### src/hdl/ust_pkg.sv
package ust_pkg;

	typedef enum logic [2:0] {
		FMT_ASCII7  = 3'd0,
		FMT_UTF8    = 3'd1,
		FMT_UTF16LE = 3'd2,
		FMT_UTF16BE = 3'd3,
		FMT_UTF32LE = 3'd4,
		FMT_UTF32BE = 3'd5
	} fmt_t;

	localparam int CFG_IDX_W  = 2;
	localparam int CFG_DATA_W = 8;
	localparam int CP_W       = 32;

	localparam logic [CFG_IDX_W-1:0] REG_SOURCE = 2'd0;
	localparam logic [CFG_IDX_W-1:0] REG_TARGET = 2'd1;

	localparam logic [7:0] SUBST = 8'h3F;

	typedef struct packed {
		logic [7:0] in_byte;
		logic       stream_end;
	} in_t;

	typedef struct packed {
		logic [7:0] out_byte;
		logic       run_last;
	} out_t;

	// codes 6 and 7 behave as ascii7
	function automatic fmt_t norm_fmt(input logic [2:0] f);
		fmt_t r;
		r = (f > 3'(FMT_UTF32BE)) ? FMT_ASCII7 : fmt_t'(f);
		return r;
	endfunction

endpackage

### src/hdl/unicode_stream_transcoder.sv
// A completed character goes into the code point queue; its first output byte
// then goes into the output register, from which it can be popped.
// Throughput: one input byte per cycle unless full; one output byte per cycle
// while popped, so an n-byte character holds the back end until all n are out.
// Reset: arst_n clears gather state, queue and output; both formats go to utf8.
module unicode_stream_transcoder #(
	parameter int FIFO_DEPTH = 4
) (
	input  logic                             clk,
	input  logic                             arst_n,
	input  logic                             push,
	output logic                             full,
	input  ust_pkg::in_t                     in_item,
	output logic                             empty,
	input  logic                             pop,
	output ust_pkg::out_t                    out_item,
	input  logic                             cfg_valid,
	output logic                             cfg_ready,
	input  logic [ust_pkg::CFG_IDX_W-1:0]    cfg_index,
	input  logic [ust_pkg::CFG_DATA_W-1:0]   cfg_data
);

	logic [2:0]               src_q, tgt_q;
	logic                     cfg_we, clear, accept;
	logic                     q_wr, q_full, q_empty, q_pop;
	logic [ust_pkg::CP_W-1:0] q_wdata, q_rdata;

	assign cfg_ready = 1'b1;
	assign cfg_we    = cfg_valid && cfg_ready;
	assign clear     = cfg_we &&
		(cfg_index == ust_pkg::REG_SOURCE || cfg_index == ust_pkg::REG_TARGET);
	assign full      = q_full;
	assign accept    = push && !q_full;

	always_ff @(posedge clk or negedge arst_n) begin
		if (!arst_n) begin
			src_q <= 3'(ust_pkg::FMT_UTF8);
			tgt_q <= 3'(ust_pkg::FMT_UTF8);
		end else if (cfg_we) begin
			if (cfg_index == ust_pkg::REG_SOURCE) src_q <= cfg_data[2:0];
			if (cfg_index == ust_pkg::REG_TARGET) tgt_q <= cfg_data[2:0];
		end
	end

	ust_front u_front (
		.clk     (clk),
		.arst_n  (arst_n),
		.src_fmt (src_q),
		.clear   (clear),
		.accept  (accept),
		.in_item (in_item),
		.wr_en   (q_wr),
		.wr_data (q_wdata)
	);

	ust_fifo #(
		.WIDTH (ust_pkg::CP_W),
		.DEPTH (FIFO_DEPTH)
	) u_fifo (
		.clk     (clk),
		.arst_n  (arst_n),
		.wr_en   (q_wr),
		.wr_data (q_wdata),
		.rd_en   (q_pop),
		.rd_data (q_rdata),
		.full    (q_full),
		.empty   (q_empty)
	);

	ust_back u_back (
		.clk      (clk),
		.arst_n   (arst_n),
		.tgt_fmt  (tgt_q),
		.q_empty  (q_empty),
		.q_data   (q_rdata),
		.q_pop    (q_pop),
		.out_item (out_item),
		.empty    (empty),
		.pop      (pop)
	);

endmodule

### src/hdl/ust_fifo.sv
module ust_fifo #(
	parameter int WIDTH = 32,
	parameter int DEPTH = 4
) (
	input  logic             clk,
	input  logic             arst_n,
	input  logic             wr_en,
	input  logic [WIDTH-1:0] wr_data,
	input  logic             rd_en,
	output logic [WIDTH-1:0] rd_data,
	output logic             full,
	output logic             empty
);

	localparam int PTR_W = (DEPTH > 1) ? $clog2(DEPTH) : 1;
	localparam int CNT_W = $clog2(DEPTH + 1);

	logic [WIDTH-1:0] mem_q [DEPTH];
	logic [PTR_W-1:0] wr_ptr_q, rd_ptr_q;
	logic [CNT_W-1:0] count_q;
	logic             do_wr, do_rd;

	assign full    = (count_q == CNT_W'(DEPTH));
	assign empty   = (count_q == '0);
	assign do_wr   = wr_en && !full;
	assign do_rd   = rd_en && !empty;
	assign rd_data = mem_q[rd_ptr_q];

	always_ff @(posedge clk) begin
		if (do_wr) begin
			mem_q[wr_ptr_q] <= wr_data;
		end
	end

	always_ff @(posedge clk or negedge arst_n) begin
		if (!arst_n) begin
			wr_ptr_q <= '0;
			rd_ptr_q <= '0;
			count_q  <= '0;
		end else begin
			if (do_wr) begin
				wr_ptr_q <= (wr_ptr_q == PTR_W'(DEPTH - 1)) ? '0 : wr_ptr_q + 1'b1;
			end
			if (do_rd) begin
				rd_ptr_q <= (rd_ptr_q == PTR_W'(DEPTH - 1)) ? '0 : rd_ptr_q + 1'b1;
			end
			unique case ({do_wr, do_rd})
				2'b10:   count_q <= count_q + 1'b1;
				2'b01:   count_q <= count_q - 1'b1;
				default: count_q <= count_q;
			endcase
		end
	end

endmodule

### src/hdl/ust_front.sv
module ust_front (
	input  logic                      clk,
	input  logic                      arst_n,
	input  logic [2:0]                src_fmt,
	input  logic                      clear,
	input  logic                      accept,
	input  ust_pkg::in_t              in_item,
	output logic                      wr_en,
	output logic [ust_pkg::CP_W-1:0]  wr_data
);

	logic [31:0]  gbytes_q;
	logic [2:0]   gcnt_q;
	logic [2:0]   need_q;

	ust_pkg::fmt_t sf;
	logic         first;
	logic [7:0]   b;
	logic [31:0]  gb_cur, gb_new;
	logic [2:0]   cnt_new, need_new;
	logic [7:0]   b0, b1, b2, b3;
	logic [15:0]  u0, u1;
	logic         is_le, complete, done;
	logic [31:0]  cp;

	always_comb begin
		sf      = ust_pkg::norm_fmt(src_fmt);
		b       = in_item.in_byte;
		first   = (gcnt_q == '0);
		gb_cur  = first ? '0 : gbytes_q;
		gb_new  = gb_cur | ({24'b0, b} << {gcnt_q[1:0], 3'b000});
		cnt_new = gcnt_q + 1'b1;
		{b3, b2, b1, b0} = gb_new;
		is_le   = (sf == ust_pkg::FMT_UTF16LE);
		u0      = is_le ? {b1, b0} : {b0, b1};
		u1      = is_le ? {b3, b2} : {b2, b3};

		need_new = need_q;
		if (first) begin
			unique case (sf)
				ust_pkg::FMT_UTF8: begin
					if (b >= 8'hF0)      need_new = 3'd4;
					else if (b >= 8'hE0) need_new = 3'd3;
					else if (b >= 8'hC0) need_new = 3'd2;
					else                 need_new = 3'd1;
				end
				ust_pkg::FMT_UTF16LE, ust_pkg::FMT_UTF16BE: need_new = 3'd2;
				ust_pkg::FMT_UTF32LE, ust_pkg::FMT_UTF32BE: need_new = 3'd4;
				default: need_new = 3'd1;
			endcase
		end
		// any surrogate unit (D800 to DFFF) asks for a second unit
		if ((sf == ust_pkg::FMT_UTF16LE || sf == ust_pkg::FMT_UTF16BE) && cnt_new == 3'd2 &&
			u0 >= 16'hD800 && u0 <= 16'hDFFF) begin
			need_new = 3'd4;
		end
		complete = (cnt_new >= need_new);

		cp = '0;
		unique case (sf)
			ust_pkg::FMT_UTF8: begin
				if (cnt_new >= 3'd4)
					cp = {11'b0, b0[2:0], b1[5:0], b2[5:0], b3[5:0]};
				else if (cnt_new == 3'd3)
					cp = {16'b0, b0[3:0], b1[5:0], b2[5:0]};
				else if (cnt_new == 3'd2)
					cp = {21'b0, b0[4:0], b1[5:0]};
				else
					cp = (b0 > 8'h7F) ? {24'b0, ust_pkg::SUBST} : {24'b0, b0};
			end
			ust_pkg::FMT_UTF16LE, ust_pkg::FMT_UTF16BE: begin
				if (cnt_new < 3'd4)
					cp = {16'b0, u0};
				else if (u0 > 16'hDBFF || u1 < 16'hDC00 || u1 > 16'hDFFF)
					cp = {24'b0, ust_pkg::SUBST};
				else
					cp = {11'b0, {1'b0, u0[9:0], u1[9:0]} + 21'h10000};
			end
			ust_pkg::FMT_UTF32LE: cp = gb_new;
			ust_pkg::FMT_UTF32BE: cp = {b0, b1, b2, b3};
			default: cp = (b0 > 8'h7F) ? {24'b0, ust_pkg::SUBST} : {24'b0, b0};
		endcase

		done    = complete || in_item.stream_end;
		wr_en   = accept && complete;
		wr_data = cp;
	end

	always_ff @(posedge clk or negedge arst_n) begin
		if (!arst_n) begin
			gbytes_q <= '0;
			gcnt_q   <= '0;
			need_q   <= '0;
		end else if (clear || (accept && done)) begin
			gbytes_q <= '0;
			gcnt_q   <= '0;
			need_q   <= '0;
		end else if (accept) begin
			gbytes_q <= gb_new;
			gcnt_q   <= cnt_new;
			need_q   <= need_new;
		end
	end

endmodule

### src/hdl/ust_back.sv
module ust_back (
	input  logic                     clk,
	input  logic                     arst_n,
	input  logic [2:0]               tgt_fmt,
	input  logic                     q_empty,
	input  logic [ust_pkg::CP_W-1:0] q_data,
	output logic                     q_pop,
	output ust_pkg::out_t            out_item,
	output logic                     empty,
	input  logic                     pop
);

	ust_pkg::fmt_t   tf;
	logic [3:0][7:0] enc;
	logic [2:0]      enc_len;
	logic [19:0]     t;
	logic [15:0]     hi_u, lo_u;
	logic            is_le, last_b, load;
	logic [1:0]      idx_q;
	logic            valid_q;
	ust_pkg::out_t   out_q;

	always_comb begin
		tf      = ust_pkg::norm_fmt(tgt_fmt);
		is_le   = (tf == ust_pkg::FMT_UTF16LE);
		t       = q_data[19:0] - 20'h10000;
		enc     = '0;
		enc_len = 3'd1;
		hi_u    = {6'b110110, t[19:10]};
		lo_u    = {6'b110111, t[9:0]};
		unique case (tf)
			ust_pkg::FMT_UTF8: begin
				if (q_data > 32'hFFFF) begin
					enc[0]  = {5'b11110, q_data[20:18]};
					enc[1]  = {2'b10, q_data[17:12]};
					enc[2]  = {2'b10, q_data[11:6]};
					enc[3]  = {2'b10, q_data[5:0]};
					enc_len = 3'd4;
				end else if (q_data > 32'h7FF) begin
					enc[0]  = {4'b1110, q_data[15:12]};
					enc[1]  = {2'b10, q_data[11:6]};
					enc[2]  = {2'b10, q_data[5:0]};
					enc_len = 3'd3;
				end else if (q_data > 32'h7F) begin
					enc[0]  = {3'b110, q_data[10:6]};
					enc[1]  = {2'b10, q_data[5:0]};
					enc_len = 3'd2;
				end else begin
					enc[0]  = {1'b0, q_data[6:0]};
				end
			end
			ust_pkg::FMT_UTF16LE, ust_pkg::FMT_UTF16BE: begin
				if (q_data >= 32'h10000) begin
					enc[0]  = is_le ? hi_u[7:0] : hi_u[15:8];
					enc[1]  = is_le ? hi_u[15:8] : hi_u[7:0];
					enc[2]  = is_le ? lo_u[7:0] : lo_u[15:8];
					enc[3]  = is_le ? lo_u[15:8] : lo_u[7:0];
					enc_len = 3'd4;
				end else begin
					enc[0]  = is_le ? q_data[7:0] : q_data[15:8];
					enc[1]  = is_le ? q_data[15:8] : q_data[7:0];
					enc_len = 3'd2;
				end
			end
			ust_pkg::FMT_UTF32LE: begin
				enc     = {q_data[31:24], q_data[23:16], q_data[15:8], q_data[7:0]};
				enc_len = 3'd4;
			end
			ust_pkg::FMT_UTF32BE: begin
				enc     = {q_data[7:0], q_data[15:8], q_data[23:16], q_data[31:24]};
				enc_len = 3'd4;
			end
			default: begin
				enc[0] = (q_data > 32'h7F) ? ust_pkg::SUBST : q_data[7:0];
			end
		endcase

		last_b = ({1'b0, idx_q} == enc_len - 3'd1);
		// output slot frees up when empty or its byte is taken this cycle
		load   = !q_empty && (!valid_q || pop);
		q_pop  = load && last_b;
	end

	always_ff @(posedge clk or negedge arst_n) begin
		if (!arst_n) begin
			valid_q <= 1'b0;
			idx_q   <= '0;
		end else begin
			if (load) begin
				valid_q <= 1'b1;
				idx_q   <= last_b ? '0 : idx_q + 1'b1;
			end else if (pop) begin
				valid_q <= 1'b0;
			end
		end
	end

	always_ff @(posedge clk) begin
		if (load) begin
			out_q.out_byte <= enc[idx_q];
			out_q.run_last <= last_b;
		end
	end

	assign out_item = out_q;
	assign empty    = !valid_q;

endmodule

### config.mk
export PLATFORM = sky130hd
export DESIGN_NAME = unicode_stream_transcoder
export DESIGN_NICKNAME = d
export VERILOG_FILES = /design/src/hdl/ust_pkg.sv /design/src/hdl/unicode_stream_transcoder.sv /design/src/hdl/ust_fifo.sv /design/src/hdl/ust_front.sv /design/src/hdl/ust_back.sv
export SDC_FILE = /design/constraint.sdc
export NUM_CORES = 1
export LEC_CHECK = 0
export BUFFER_PORTS_ARGS = -buffer_cell sky130_fd_sc_hd__buf_2
export CORE_MARGIN = 1.5
export CORE_UTILIZATION = 43
export CTS_BUF_LIST = sky130_fd_sc_hd__clkbuf_16
export CTS_CLUSTER_DIAMETER = 120
export DETAILED_ROUTE_END_ITERATION = 8
export SKIP_LAST_GASP = 1
export SYNTH_ARGS = -nofsm -noshare
export SYNTH_HDL_FRONTEND = slang
export SYNTH_HIERARCHICAL = 1
export SYNTH_SLANG_ARGS = --single-unit
### constraint.sdc
create_clock -name clk -period 5.5 [get_ports clk]
set_input_delay 0.275 -clock clk [delete_from_list [all_inputs] [get_ports clk]]
set_output_delay 0.275 -clock clk [all_outputs]
set_load 0.02 [all_outputs]
# Word-level counts from Yosys, hierarchy flattened

Memory sizes are Yosys's and may differ from the RTL's.
Index checks and enable logic that the tools add are counted.

Bitwise gates (word level): 1
Multiplexer cells: 56
Reduce and logical (&&, ||, !) cells: 33
Add/sub/neg operators: 9
$lt $le $gt $ge: 19
Multipliers: 0
Divide/modulo/power cells: 0
Eq/ne operators: 19
Shift-type cells: 1

Operators by type and width:

| operator                                                         | number |
|---|---|
| two-way mux 32 bit                                               | 7 |
| case mux 32 bit (4 select lines)                                 | 1 |
| two-way mux 8 bit                                                | 13 |
| case mux 24 bit (4 select lines)                                 | 1 |
| two-way mux 16 bit                                               | 5 |
| two-way mux 3 bit                                                | 13 |
| >= comparator 32 x 17 -> 1 bit (second input constant)           | 1 |
| greater-than comparator 16 bit (second input constant)           | 2 |
| greater-than comparator 32 x 11 -> 1 bit (second input constant) | 1 |
| greater-than comparator 32 x 16 -> 1 bit (second input constant) | 1 |
| greater-than comparator 32 x 7 -> 1 bit (second input constant)  | 1 |
| bitwise OR 32 bit                                                | 1 |
| case mux 8 bit (4 select lines)                                  | 1 |
| << shifter 8 x 5 -> 32 bit                                       | 1 |
| >= comparator 8 bit (second input constant)                      | 3 |
| two-way mux 24 bit                                               | 1 |
| adder 20 x 17 -> 21 bit (second input constant)                  | 1 |
| two-way mux 21 bit                                               | 1 |
| subtractor 20 x 17 -> 20 bit (second input constant)             | 1 |
| equality test 3 x 2 -> 1 bit (second input constant)             | 6 |
| case mux 3 bit (3 select lines)                                  | 2 |
| binary-select mux 8 bit (select 2 bit)                           | 1 |
| >= comparator 16 bit (second input constant)                     | 1 |
| <= comparator 16 bit (second input constant)                     | 1 |
| other kinds (26)                                                 | 71 |

ROM bits: 0
Memories kept: 1
Bits in latches: 0
Logic and storage cells: 151
Memory bits (writable): 128
Bits in registers: 63

Memory list:

| name         | words | bits a word | rd ports | clocked after Yosys merged registers in | write ports | RTL line       | text |
|---|---|---|---|---|---|---|---|
| u_fifo.mem_q | 4     | 32          | 1        | 0                                       | 1           | ust_fifo.sv:18 | `logic [WIDTH-1:0] mem_q [DEPTH];` |

# Longest topological paths before layout

Gate-level depths: netlist (run 1).

Word-level depth: 13
Gate-level depth with buffers: 24

# Modules after synthesis

Netlist (run 1), hierarchy kept.

By module, submodules not included:

| module                    | area an instance (um^2) | sequential area each (um^2) | instances | cells each |
|---|---|---|---|---|
| ust_fifo                  | 5116.2                  | 4018.9                      | 1         | 208 |
| ust_front                 | 3687.3                  | 950.9                       | 1         | 476 |
| ust_back                  | 2755.1                  | 345.3                       | 1         | 396 |
| unicode_stream_transcoder | 264.0                   | 152.6                       | 1         | 18 |

# Worst setup path before layout (run 1)

No wires, ideal clock.

Path kind: register to register
From: register u_fifo.rd_ptr_q[0]
To: register u_fifo.count_q[2]
Path slack: 0.853 ns
Data arrival time: 4.568 ns
Setup time: 0.079 ns
Stages on the path, launching flop included: 22
Path through: dfrtp_1 -> buf_6 -> buf_12 -> mux4_2 -> inv_1 -> ha_1 -> nor3b_1 -> nand4_2 -> o31a_1 -> o31a_1 -> ha_1 -> xnor2_1 -> nor2_1 -> and3_1 -> nand2b_1 -> inv_1 -> ha_1 -> inv_1 -> fa_1 -> xor2_1 -> nor2_1 -> xor2_1

Longest elaborated chain between the ends: 12
Elaborated cells on any way between the ends: 18

Ends and longest elaborated chain:

| item                                                                         | RTL line                        | text |
|---|---|---|
| start: declaration                                                           | ust_fifo.sv:19                  | `logic [PTR_W-1:0] wr_ptr_q, rd_ptr_q;` |
| start signal: assignment                                                     | ust_fifo.sv:45                  | `rd_ptr_q <= (rd_ptr_q == PTR_W'(DEPTH - 1)) ? '0 : rd_ptr_q + 1'b1;` |
| memory (4 x 32 bit) *                                                        | --                              |  |
| via q_rdata, one bit                                                         | unicode_stream_transcoder.sv:26 | `logic [ust_pkg::CP_W-1:0] q_wdata, q_rdata;` |
| greater-than comparator 32 x 7 -> 1 bit                                      | ust_back.sv:44                  | `end else if (q_data > 32'h7F) begin` |
| two-way mux 2 bit                                                            | ust_back.sv:44                  |  |
| two-way mux 3 bit                                                            | ust_back.sv:39                  | `end else if (q_data > 32'h7FF) begin` |
| two-way mux 3 bit                                                            | ust_back.sv:33                  | `if (q_data > 32'hFFFF) begin` |
| case mux 3 bit (3 select lines) *                                            | ust_back.sv:31                  | `unique case (tf)` |
| subtractor 3 x 1 -> 3 bit *                                                  | ust_back.sv:78                  | `last_b = ({1'b0, idx_q} == enc_len - 3'd1);` |
| equality test 2 x 3 -> 1 bit *                                               | ust_back.sv:78                  |  |
| logical AND 1 bit *                                                          | ust_back.sv:81                  | `q_pop = load && last_b;` |
| via q_pop                                                                    | unicode_stream_transcoder.sv:25 | `logic q_wr, q_full, q_empty, q_pop;` |
| logical AND 1 bit *                                                          | ust_fifo.sv:26                  | `assign do_rd = rd_en && !empty;` |
| via u_fifo.do_rd                                                             | ust_fifo.sv:21                  | `logic do_wr, do_rd;` |
| equality test 2 x 1 -> 1 bit / equality test 2 bit (equally long branches)   | ust_fifo.sv:47                  | `unique case ({do_wr, do_rd})` |
| case mux 3 bit (2 select lines) / nonzero test 2 bit (equally long branches) | --                              |  |
| end signal: assignment                                                       | ust_fifo.sv:48                  | `2'b10: count_q <= count_q + 1'b1;` |
| end signal: assignment                                                       | ust_fifo.sv:49                  | `2'b01: count_q <= count_q - 1'b1;` |
| end signal: assignment                                                       | ust_fifo.sv:50                  | `default: count_q <= count_q;` |
| end: declaration                                                             | ust_fifo.sv:20                  | `logic [CNT_W-1:0] count_q;` |

The timed path passes the listed nets; every way through them passes the cells marked *.
A chain may end at the register's enable or synchronous reset.

# Worst setup path in the final report (run 1)

Same ends and word-level chain as after synthesis.

==> metrics.txt, run 1 <==
row count 60; Max VDD drop approximately 0.00022 V; # Post-CTS Setup Buffers 0; ys flop type edfxtp_1; P_sw about 2.7 mW; cell area after layout 13100 µm²; crit path DAT 5.39 ns; combinational power share between 40% and 50%; P_int between 3 and 4 mW; gpl congestion 0.978; footprint of the multi-input gates roughly 5800 µm²; CTS sink count 191; DR vias between 9000 and 10000; WL per Instance about 25 µm; Crit Path Max Fanout 11; largest net degree at the start of global routing 55; DIE AREA around 28000 µm²; antenna viol nets, final 0; Clock Tree Buf Depth 2; first-pass GRT wire length ~60000 µm; Worst setup SP type flop; final global-route overflow total 0; Layout area overhead 10.4%; share of cells above drive strength 1 18.9%; clock share of power around a fifth; crit path time final between 5 and 6 ns; Filler cells roughly 2400; Max Clock Freq 199 MHz; initial antenna violation count 0; H-tree level count 4; Syn Nets between 1000 and 1500; root buf cell clkbuf_16; later-pin clock latency in the skew report about 0.44 ns; unrepaired setup endpoints after global routing no; sw frac a little over two fifths; clock tree from TritonCTS yes; Die H 169 µm; Netlist cell types 102; Iteration-0 DRC Markers 1210; worst-path cell with the longest stage delay mux4_2; CTS Buf Count 17; Hold Worst Slack 0.0342 ns; max-cap viol count 0; Slew HR between 20% and 30%; hpwl dp between 20000 and 30000 µm; slowest stage delay, CP approximately 0.60 ns; class of the worst hold path input port to flop; Vias per Instance ~6.6; total placed cells including tap cells roughly 1400; register area between 5000 and 6000 µm²; Synth warnings 6; number of global-route vias before repair approximately 9600; synthesized area per cell around 11 µm²; Pleak about 4.7 nW; critical-path cell list buf_4 > buf_4 > mux4_2 > nor3b_1 > nand4_2 > buf_4 > nor2_2 > nor2_1 > nand2_1 > a31oi_1 > ha_1 > xnor2_1 > nor2_1 > and3_1 > nand2b_1 > inv_1 > ha_1 > inv_1 > fa_1 > xor2_1 > nor2_1 > xor2_1; sequential share of the synthesized area 46.2%; Yosys reg bits 191; IO buf count 29; mapped cell area roughly 12000 µm²; Final Max Slew Viols 0; Seq pwr share between 30% and 40%; total track usage ~27%; Initial Utilization between 40% and 50%; Die Wd between 150 and 200 µm; Remaining DRCs 0; run status finished clean; setup TNS 0 ns; CORE AREA 27000 µm²; Fin. Hold Viols 0; worst slew pin tran ~1.2 ns; number of synthesized flops with an enable pin 137; CP required 5.86 ns; crit path capture type flop; fin cells between 1000 and 1500; Pre-antenna DRT Iters 8; Finish-stage setup viols 0; total power 6.37 mW; Final period util approximately 91%; clock-pin slew on the worst setup and hold paths approximately 0.08 ns; Antenna Cells 0; clock skew ~0.025 ns; Ports 36; Synth async-reset ratio roughly 28%; placed inst area around 12000 µm²; post-synthesis cell count 1098; Layout Nets 1165; Routed WL 37600 µm; pwr dens slightly below 500 nW/µm²; Setup CP Type flop to flop
## stage by stage
stage / utilization, % / setup WS [ns]
3_5_place_dp: 46.2 / 0.377
5_1_grt: 48.4 / 0.0968
2_1_floorplan: - / 0.853
6_report: 48.4 / 0.480
4_1_cts: 48.4 / 0.372
3_3_place_gp: 46.2 / 0.425
## path summary, 6_finish.rpt
kind	start	end	slack (ns)	cells after the start
worst min-delay path	pop	u_back/valid_q$_DFFE_PN0P_	0.03	2
min in group asynchronous	arst_n	u_front/gcnt_q[1]$_DFFE_PN0P_	0.50	3
worst max register to register	u_fifo/rd_ptr_q[0]$_DFFE_PN0P_	u_fifo/count_q[2]$_DFFE_PN0P_	0.48	22
worst min register to register	u_front/gbytes_q[1]$_DFFE_PN0P_	u_front/gbytes_q[1]$_DFFE_PN0P_	0.49	2
max in group asynchronous	arst_n	u_fifo/rd_ptr_q[0]$_DFFE_PN0P_	4.45	3
worst max-delay path	u_fifo/rd_ptr_q[0]$_DFFE_PN0P_	u_fifo/count_q[2]$_DFFE_PN0P_	0.48	22
## cell usage in the layout, fill, tap and decap left out, types with 5 or more instances in the layout
master,count
edfxtp_1,137
nand2_1,104
o21ai_0,80
a21oi_1,65
buf_4,64
nor2_1,58
dfrtp_1,51
a22oi_1,40
buf_2,29
inv_1,28
mux4_2,28
o22ai_1,27
mux2_2,22
a221oi_1,21
nand3_1,20
o211ai_1,20
a211oi_1,19
a22o_1,19
ha_1,19
clkbuf_16,17
mux2i_1,16
a21o_1,12
nor3_1,11
and2_1,11
and3_1,10
nor2b_1,9
a31oi_1,9
xnor2_1,8
nand2b_1,7
a211o_1,7
o21ai_1,7
or3_1,6
o221ai_1,6
nand4_1,5
xor2_1,5
o31ai_1,5
## timing repair
action,CTS,global route
endpoints found under the hold margin,24,0
endpoints found under the setup margin,0,1
gates resized for setup,0,1
hold buffers,1,0
## layer usage
layer  track usage, %  routed length, µm  up-vias
met5                0                  0        -
met4             13.1               1740        0
met3             3.95               2940      123
met2             43.3              17600      542
met1             36.1              15300     4757
li1                 -                  -     4360
## worst max-delay path: cells and delay by family (launching register included)
kind                     cells  cell delay, ns
buffers and inverters        5            0.79
multiplexers                 1            0.60
adder cells (fa/ha/maj)      3            0.88
AND/OR/NAND/NOR              9            1.50
flip-flops                   1            0.58
XOR/XNOR                     3            0.44
AO/OA/AOI/OAI                1            0.11
## state kept, by name, summed over array words and instances (netlist names)
signal / count
u_fifo/rd_ptr_q: 2
u_front/gcnt_q: 3
u_fifo/mem_q: 128
u_fifo/count_q: 3
u_front/gbytes_q: 32
src_q: 3
u_back/idx_q: 2
u_fifo/wr_ptr_q: 2
u_front/need_q: 3
u_back/out_item: 9
u_back/valid_q: 1
tgt_q: 3
## layout make-up
class | instances | share of cell area (%)
clock buffers | 17 | 3.26
clock inverters | 15 | 1.16
inverters | 28 | 0.805
multi-input cells | 787 | 44.4
flip-flops and latches | 191 | 41.9
well taps | 341 | 3.27
repair buffers | 96 | 5.18
## synthesized netlist by cell type (all sizes together), types with 22 or more instances
library cell    n  area [µm²]
o22ai          27         169
inv            27         101
dfrtp          52        1300
nand2         104         390
mux4           32         736
mux2           22         248
a21oi          66         334
nor2           61         234
o21ai          87         435
clkbuf         56         211
buf            36         250
edfxtp        137        4110
a221oi         22         199
a22oi          43         338
## kinds of logic after synthesis
group                    count (synthesis)  synth area share, %
AO/OA/AOI/OAI                          399                 23.8
flip-flops                             191                 46.2
multiplexers                            70                 9.67
other                                    1               0.0317
buffers and inverters                  120                 4.79
AND/OR/NAND/NOR                        284                 12.4
XOR/XNOR                                13                0.963
adder cells (fa/ha/maj)                 20                 2.18
## power by group through the flow
stage          registers [mW]  logic [mW]  clock network (mW)
6_report                 2.08        3.06                1.24
3_3_place_gp             2.10        3.00                   0
2_1_floorplan            2.06        2.08                   0
4_1_cts                  2.08        3.01                1.27
3_5_place_dp             2.10        2.99                   0
5_1_grt                  2.11        3.28                1.32
Power figures use the tool's default switching activity.
==> run 2: changes to the inputs <==
- PLACE_DENSITY: default -> 0.56
==> run 2 against run 1 <==
  * The flow now finishes with violations (hold timing)
  * Highest routed layer unchanged
  * Sequential power about the same
  * Count of clock-buffer cells in the layout unchanged
  * Fmax shrank 2.8%
  * Clock skew about the same
  * Largest power group unchanged
  * Largest cell class unchanged
  * Register-to-register slack got worse by 0.15 ns
  * Combinational power hardly changed
==> metrics.txt, run 2 (same netlist as run 1, synthesis figures left out) <==
Post-Route Utilization 48.4% (about the same); gpl congestion 0.965 (-1.3%); cell area after layout 13000 µm² (about the same); root buf cell clkbuf_16; hpwl dp 26600 µm (-0.35%); Filler cells 2488 (+1.8%); buffers plus inverters on the worst setup path 3 (-2); unrepaired setup endpoints after global routing no; Layout Nets 1162 (-0.26%); largest net degree at the start of global routing 55 (unchanged); DR vias 9833 (+0.52%); setup TNS 0 ns (unchanged); CTS sink count 191 (unchanged); final global-route overflow total 0 (unchanged); Crit Path Max Fanout 13 (+2); worst slew pin tran 1.04 ns (-0.137 ns); Finish-stage setup viols 0 (unchanged); crit path capture type flop; crit path DAT 5.53 ns (+0.14 ns); Max Clock Freq 194 MHz (-2.8%); Max VDD drop 0.000230 V (+3.8%); Routed WL 37800 µm (+0.49%); total track usage 27.3% (+0.32 points); Layout area overhead 10.3% (about the same); Final period util 93.9% (+2.7 points); Vias per Instance 6.68 (+0.73%); class of the worst hold path input port to async pin; H-tree level count 4 (unchanged); Iteration-0 DRC Markers 1402 (+16%); CORE AREA 27000 µm² (unchanged); later-pin clock latency in the skew report 0.45 ns (about the same); max reg flops 128 (unchanged); Clock Tree Buf Depth 2 (unchanged); Hold Worst Slack -0.0430 ns (-0.0772 ns); CP required 5.86 ns (about the same); critical-path cell list buf_4 > mux4_1 > nor4_2 > nand4_2 > o31a_1 > o31a_1 > ha_1 > xnor2_1 > nor2_1 > and3_1 > nand2b_1 > inv_1 > ha_1 > inv_1 > fa_1 > xor2_1 > nor2_1 > xor2_1; number of global-route vias before repair 9466 (-1.5%); Pleak 4.68 nW (-0.19%); commonest non-fill, non-tap cell in the layout edfxtp_1; clock tree from TritonCTS yes; clock skew 0.0249 ns (-0.000270 ns); Ports 36 (unchanged); Setup WS pre-CTS 0.321 ns (-0.0557 ns); final setup margin 0.333 ns (-0.147 ns); commonest non-fill, non-tap cells in the layout edfxtp_1, nand2_1, o21ai_0; Antenna Cells 0 (unchanged); IO buf count 29 (unchanged); max-cap viol count 0 (unchanged); Pre-antenna DRT Iters 6 (-2); first-pass GRT wire length 58900 µm (+1.1%); run status finished with violations; CP delay by family, top simple AND/OR/NAND/NOR gates; Fin. Hold Viols 39 (+39); # Post-CTS Setup Buffers 0 (unchanged); Initial Utilization 43.9% (unchanged); WL per Instance 25.7 µm (+0.69%); Worst setup SP type flop; row count 60 (unchanged); failing checks hold timing; Die H 169 µm (unchanged); antenna viol nets, final 0 (unchanged); CTS Buf Count 17 (unchanged); Die Wd 169 µm (unchanged); Setup CP Type flop to flop; DIE AREA 28500 µm² (unchanged); largest register by flop count u_fifo/mem_q; worst-path cell with the longest stage delay mux4_1; clock-pin slew on the worst setup and hold paths 0.09 ns (about the same); placed inst area 12400 µm² (-0.18%); share of cells above drive strength 1 19.0% (+0.14 points); Slew HR 30.6% (+9.3 points); Final Max Slew Viols 0 (unchanged); Remaining DRCs 0 (unchanged); slowest stage delay, CP 0.68 ns (+0.08 ns); pwr dens 489 nW/µm² (+0.20%); initial antenna violation count 0 (unchanged); crit path time final 5.17 ns (+0.147 ns)
[run 2: through the flow]
stage          power (mW)  hold WS (ns)  instances
2_1_floorplan        4.14       -0.0206       1098
3_3_place_gp         5.09         0.463       1440
3_5_place_dp         5.07         0.471       1440
4_1_cts              6.35      0.000310       1472
5_1_grt              6.71        0.0185       1472
6_report             6.38       -0.0430       1472
[run 2: final timing paths]
kind | from | cells after the start | to | slack, ns
worst max-delay path | u_fifo/rd_ptr_q[0]$_DFFE_PN0P_ | 18 | u_fifo/count_q[2]$_DFFE_PN0P_ | 0.33
worst min-delay path | arst_n | 2 | u_front/gcnt_q[0]$_DFFE_PN0P_ | -0.04
worst max register to register | u_fifo/rd_ptr_q[0]$_DFFE_PN0P_ | 18 | u_fifo/count_q[2]$_DFFE_PN0P_ | 0.33
worst min register to register | u_front/need_q[0]$_DFFE_PN0P_ | 1 | u_front/need_q[0]$_DFFE_PN0P_ | 0.49
max in group asynchronous | arst_n | 2 | u_fifo/rd_ptr_q[0]$_DFFE_PN0P_ | 5.00
min in group clk | pop | 2 | u_back/valid_q$_DFFE_PN0P_ | 0.02
[run 2: report_power, final]
part	total (mW)	internal (mW)	switching, mW
sequential	2.06	1.91	0.154
clock	1.28	0.650	0.628
combinational	3.04	1.08	1.96
total	6.38	3.64	2.74
[run 2: repair_timing]
item,in CTS,in global routing
setup endpoints to repair,0,1
gates resized for setup,0,1
hold buffers,0,0
[run 2: worst register-to-register path, delay by kind of cell (launching register included)]
kind	cells	cell delay (ns)
AO/OA/AOI/OAI	2	0.77
multiplexers	1	0.68
XOR/XNOR	3	0.42
adder cells (fa/ha/maj)	3	0.90
buffers and inverters	3	0.41
flip-flops	1	0.62
AND/OR/NAND/NOR	6	1.27
[run 2: per-layer routing]
layer | vias to the layer above | global-route usage [%] | part of all wire [%]
met5 | - | 0 | 0
met4 | 0 | 12.8 | 4.3
met3 | 112 | 4.19 | 6.1
met2 | 503 | 44.0 | 47
met1 | 4861 | 36.5 | 42
li1 | 4357 | - | -
[run 2: area by class of cell]
cell class	instances	area [µm²]	share of cell area, %
Tap cell	341	427	3.27
Clock inverter	15	178	1.36
Timing Repair Buffer	93	638	4.89
Multi-Input combinational cell	787	5800	44.5
Sequential cell	191	5470	41.9
Inverter	28	105	0.806
Clock buffer	17	425	3.26
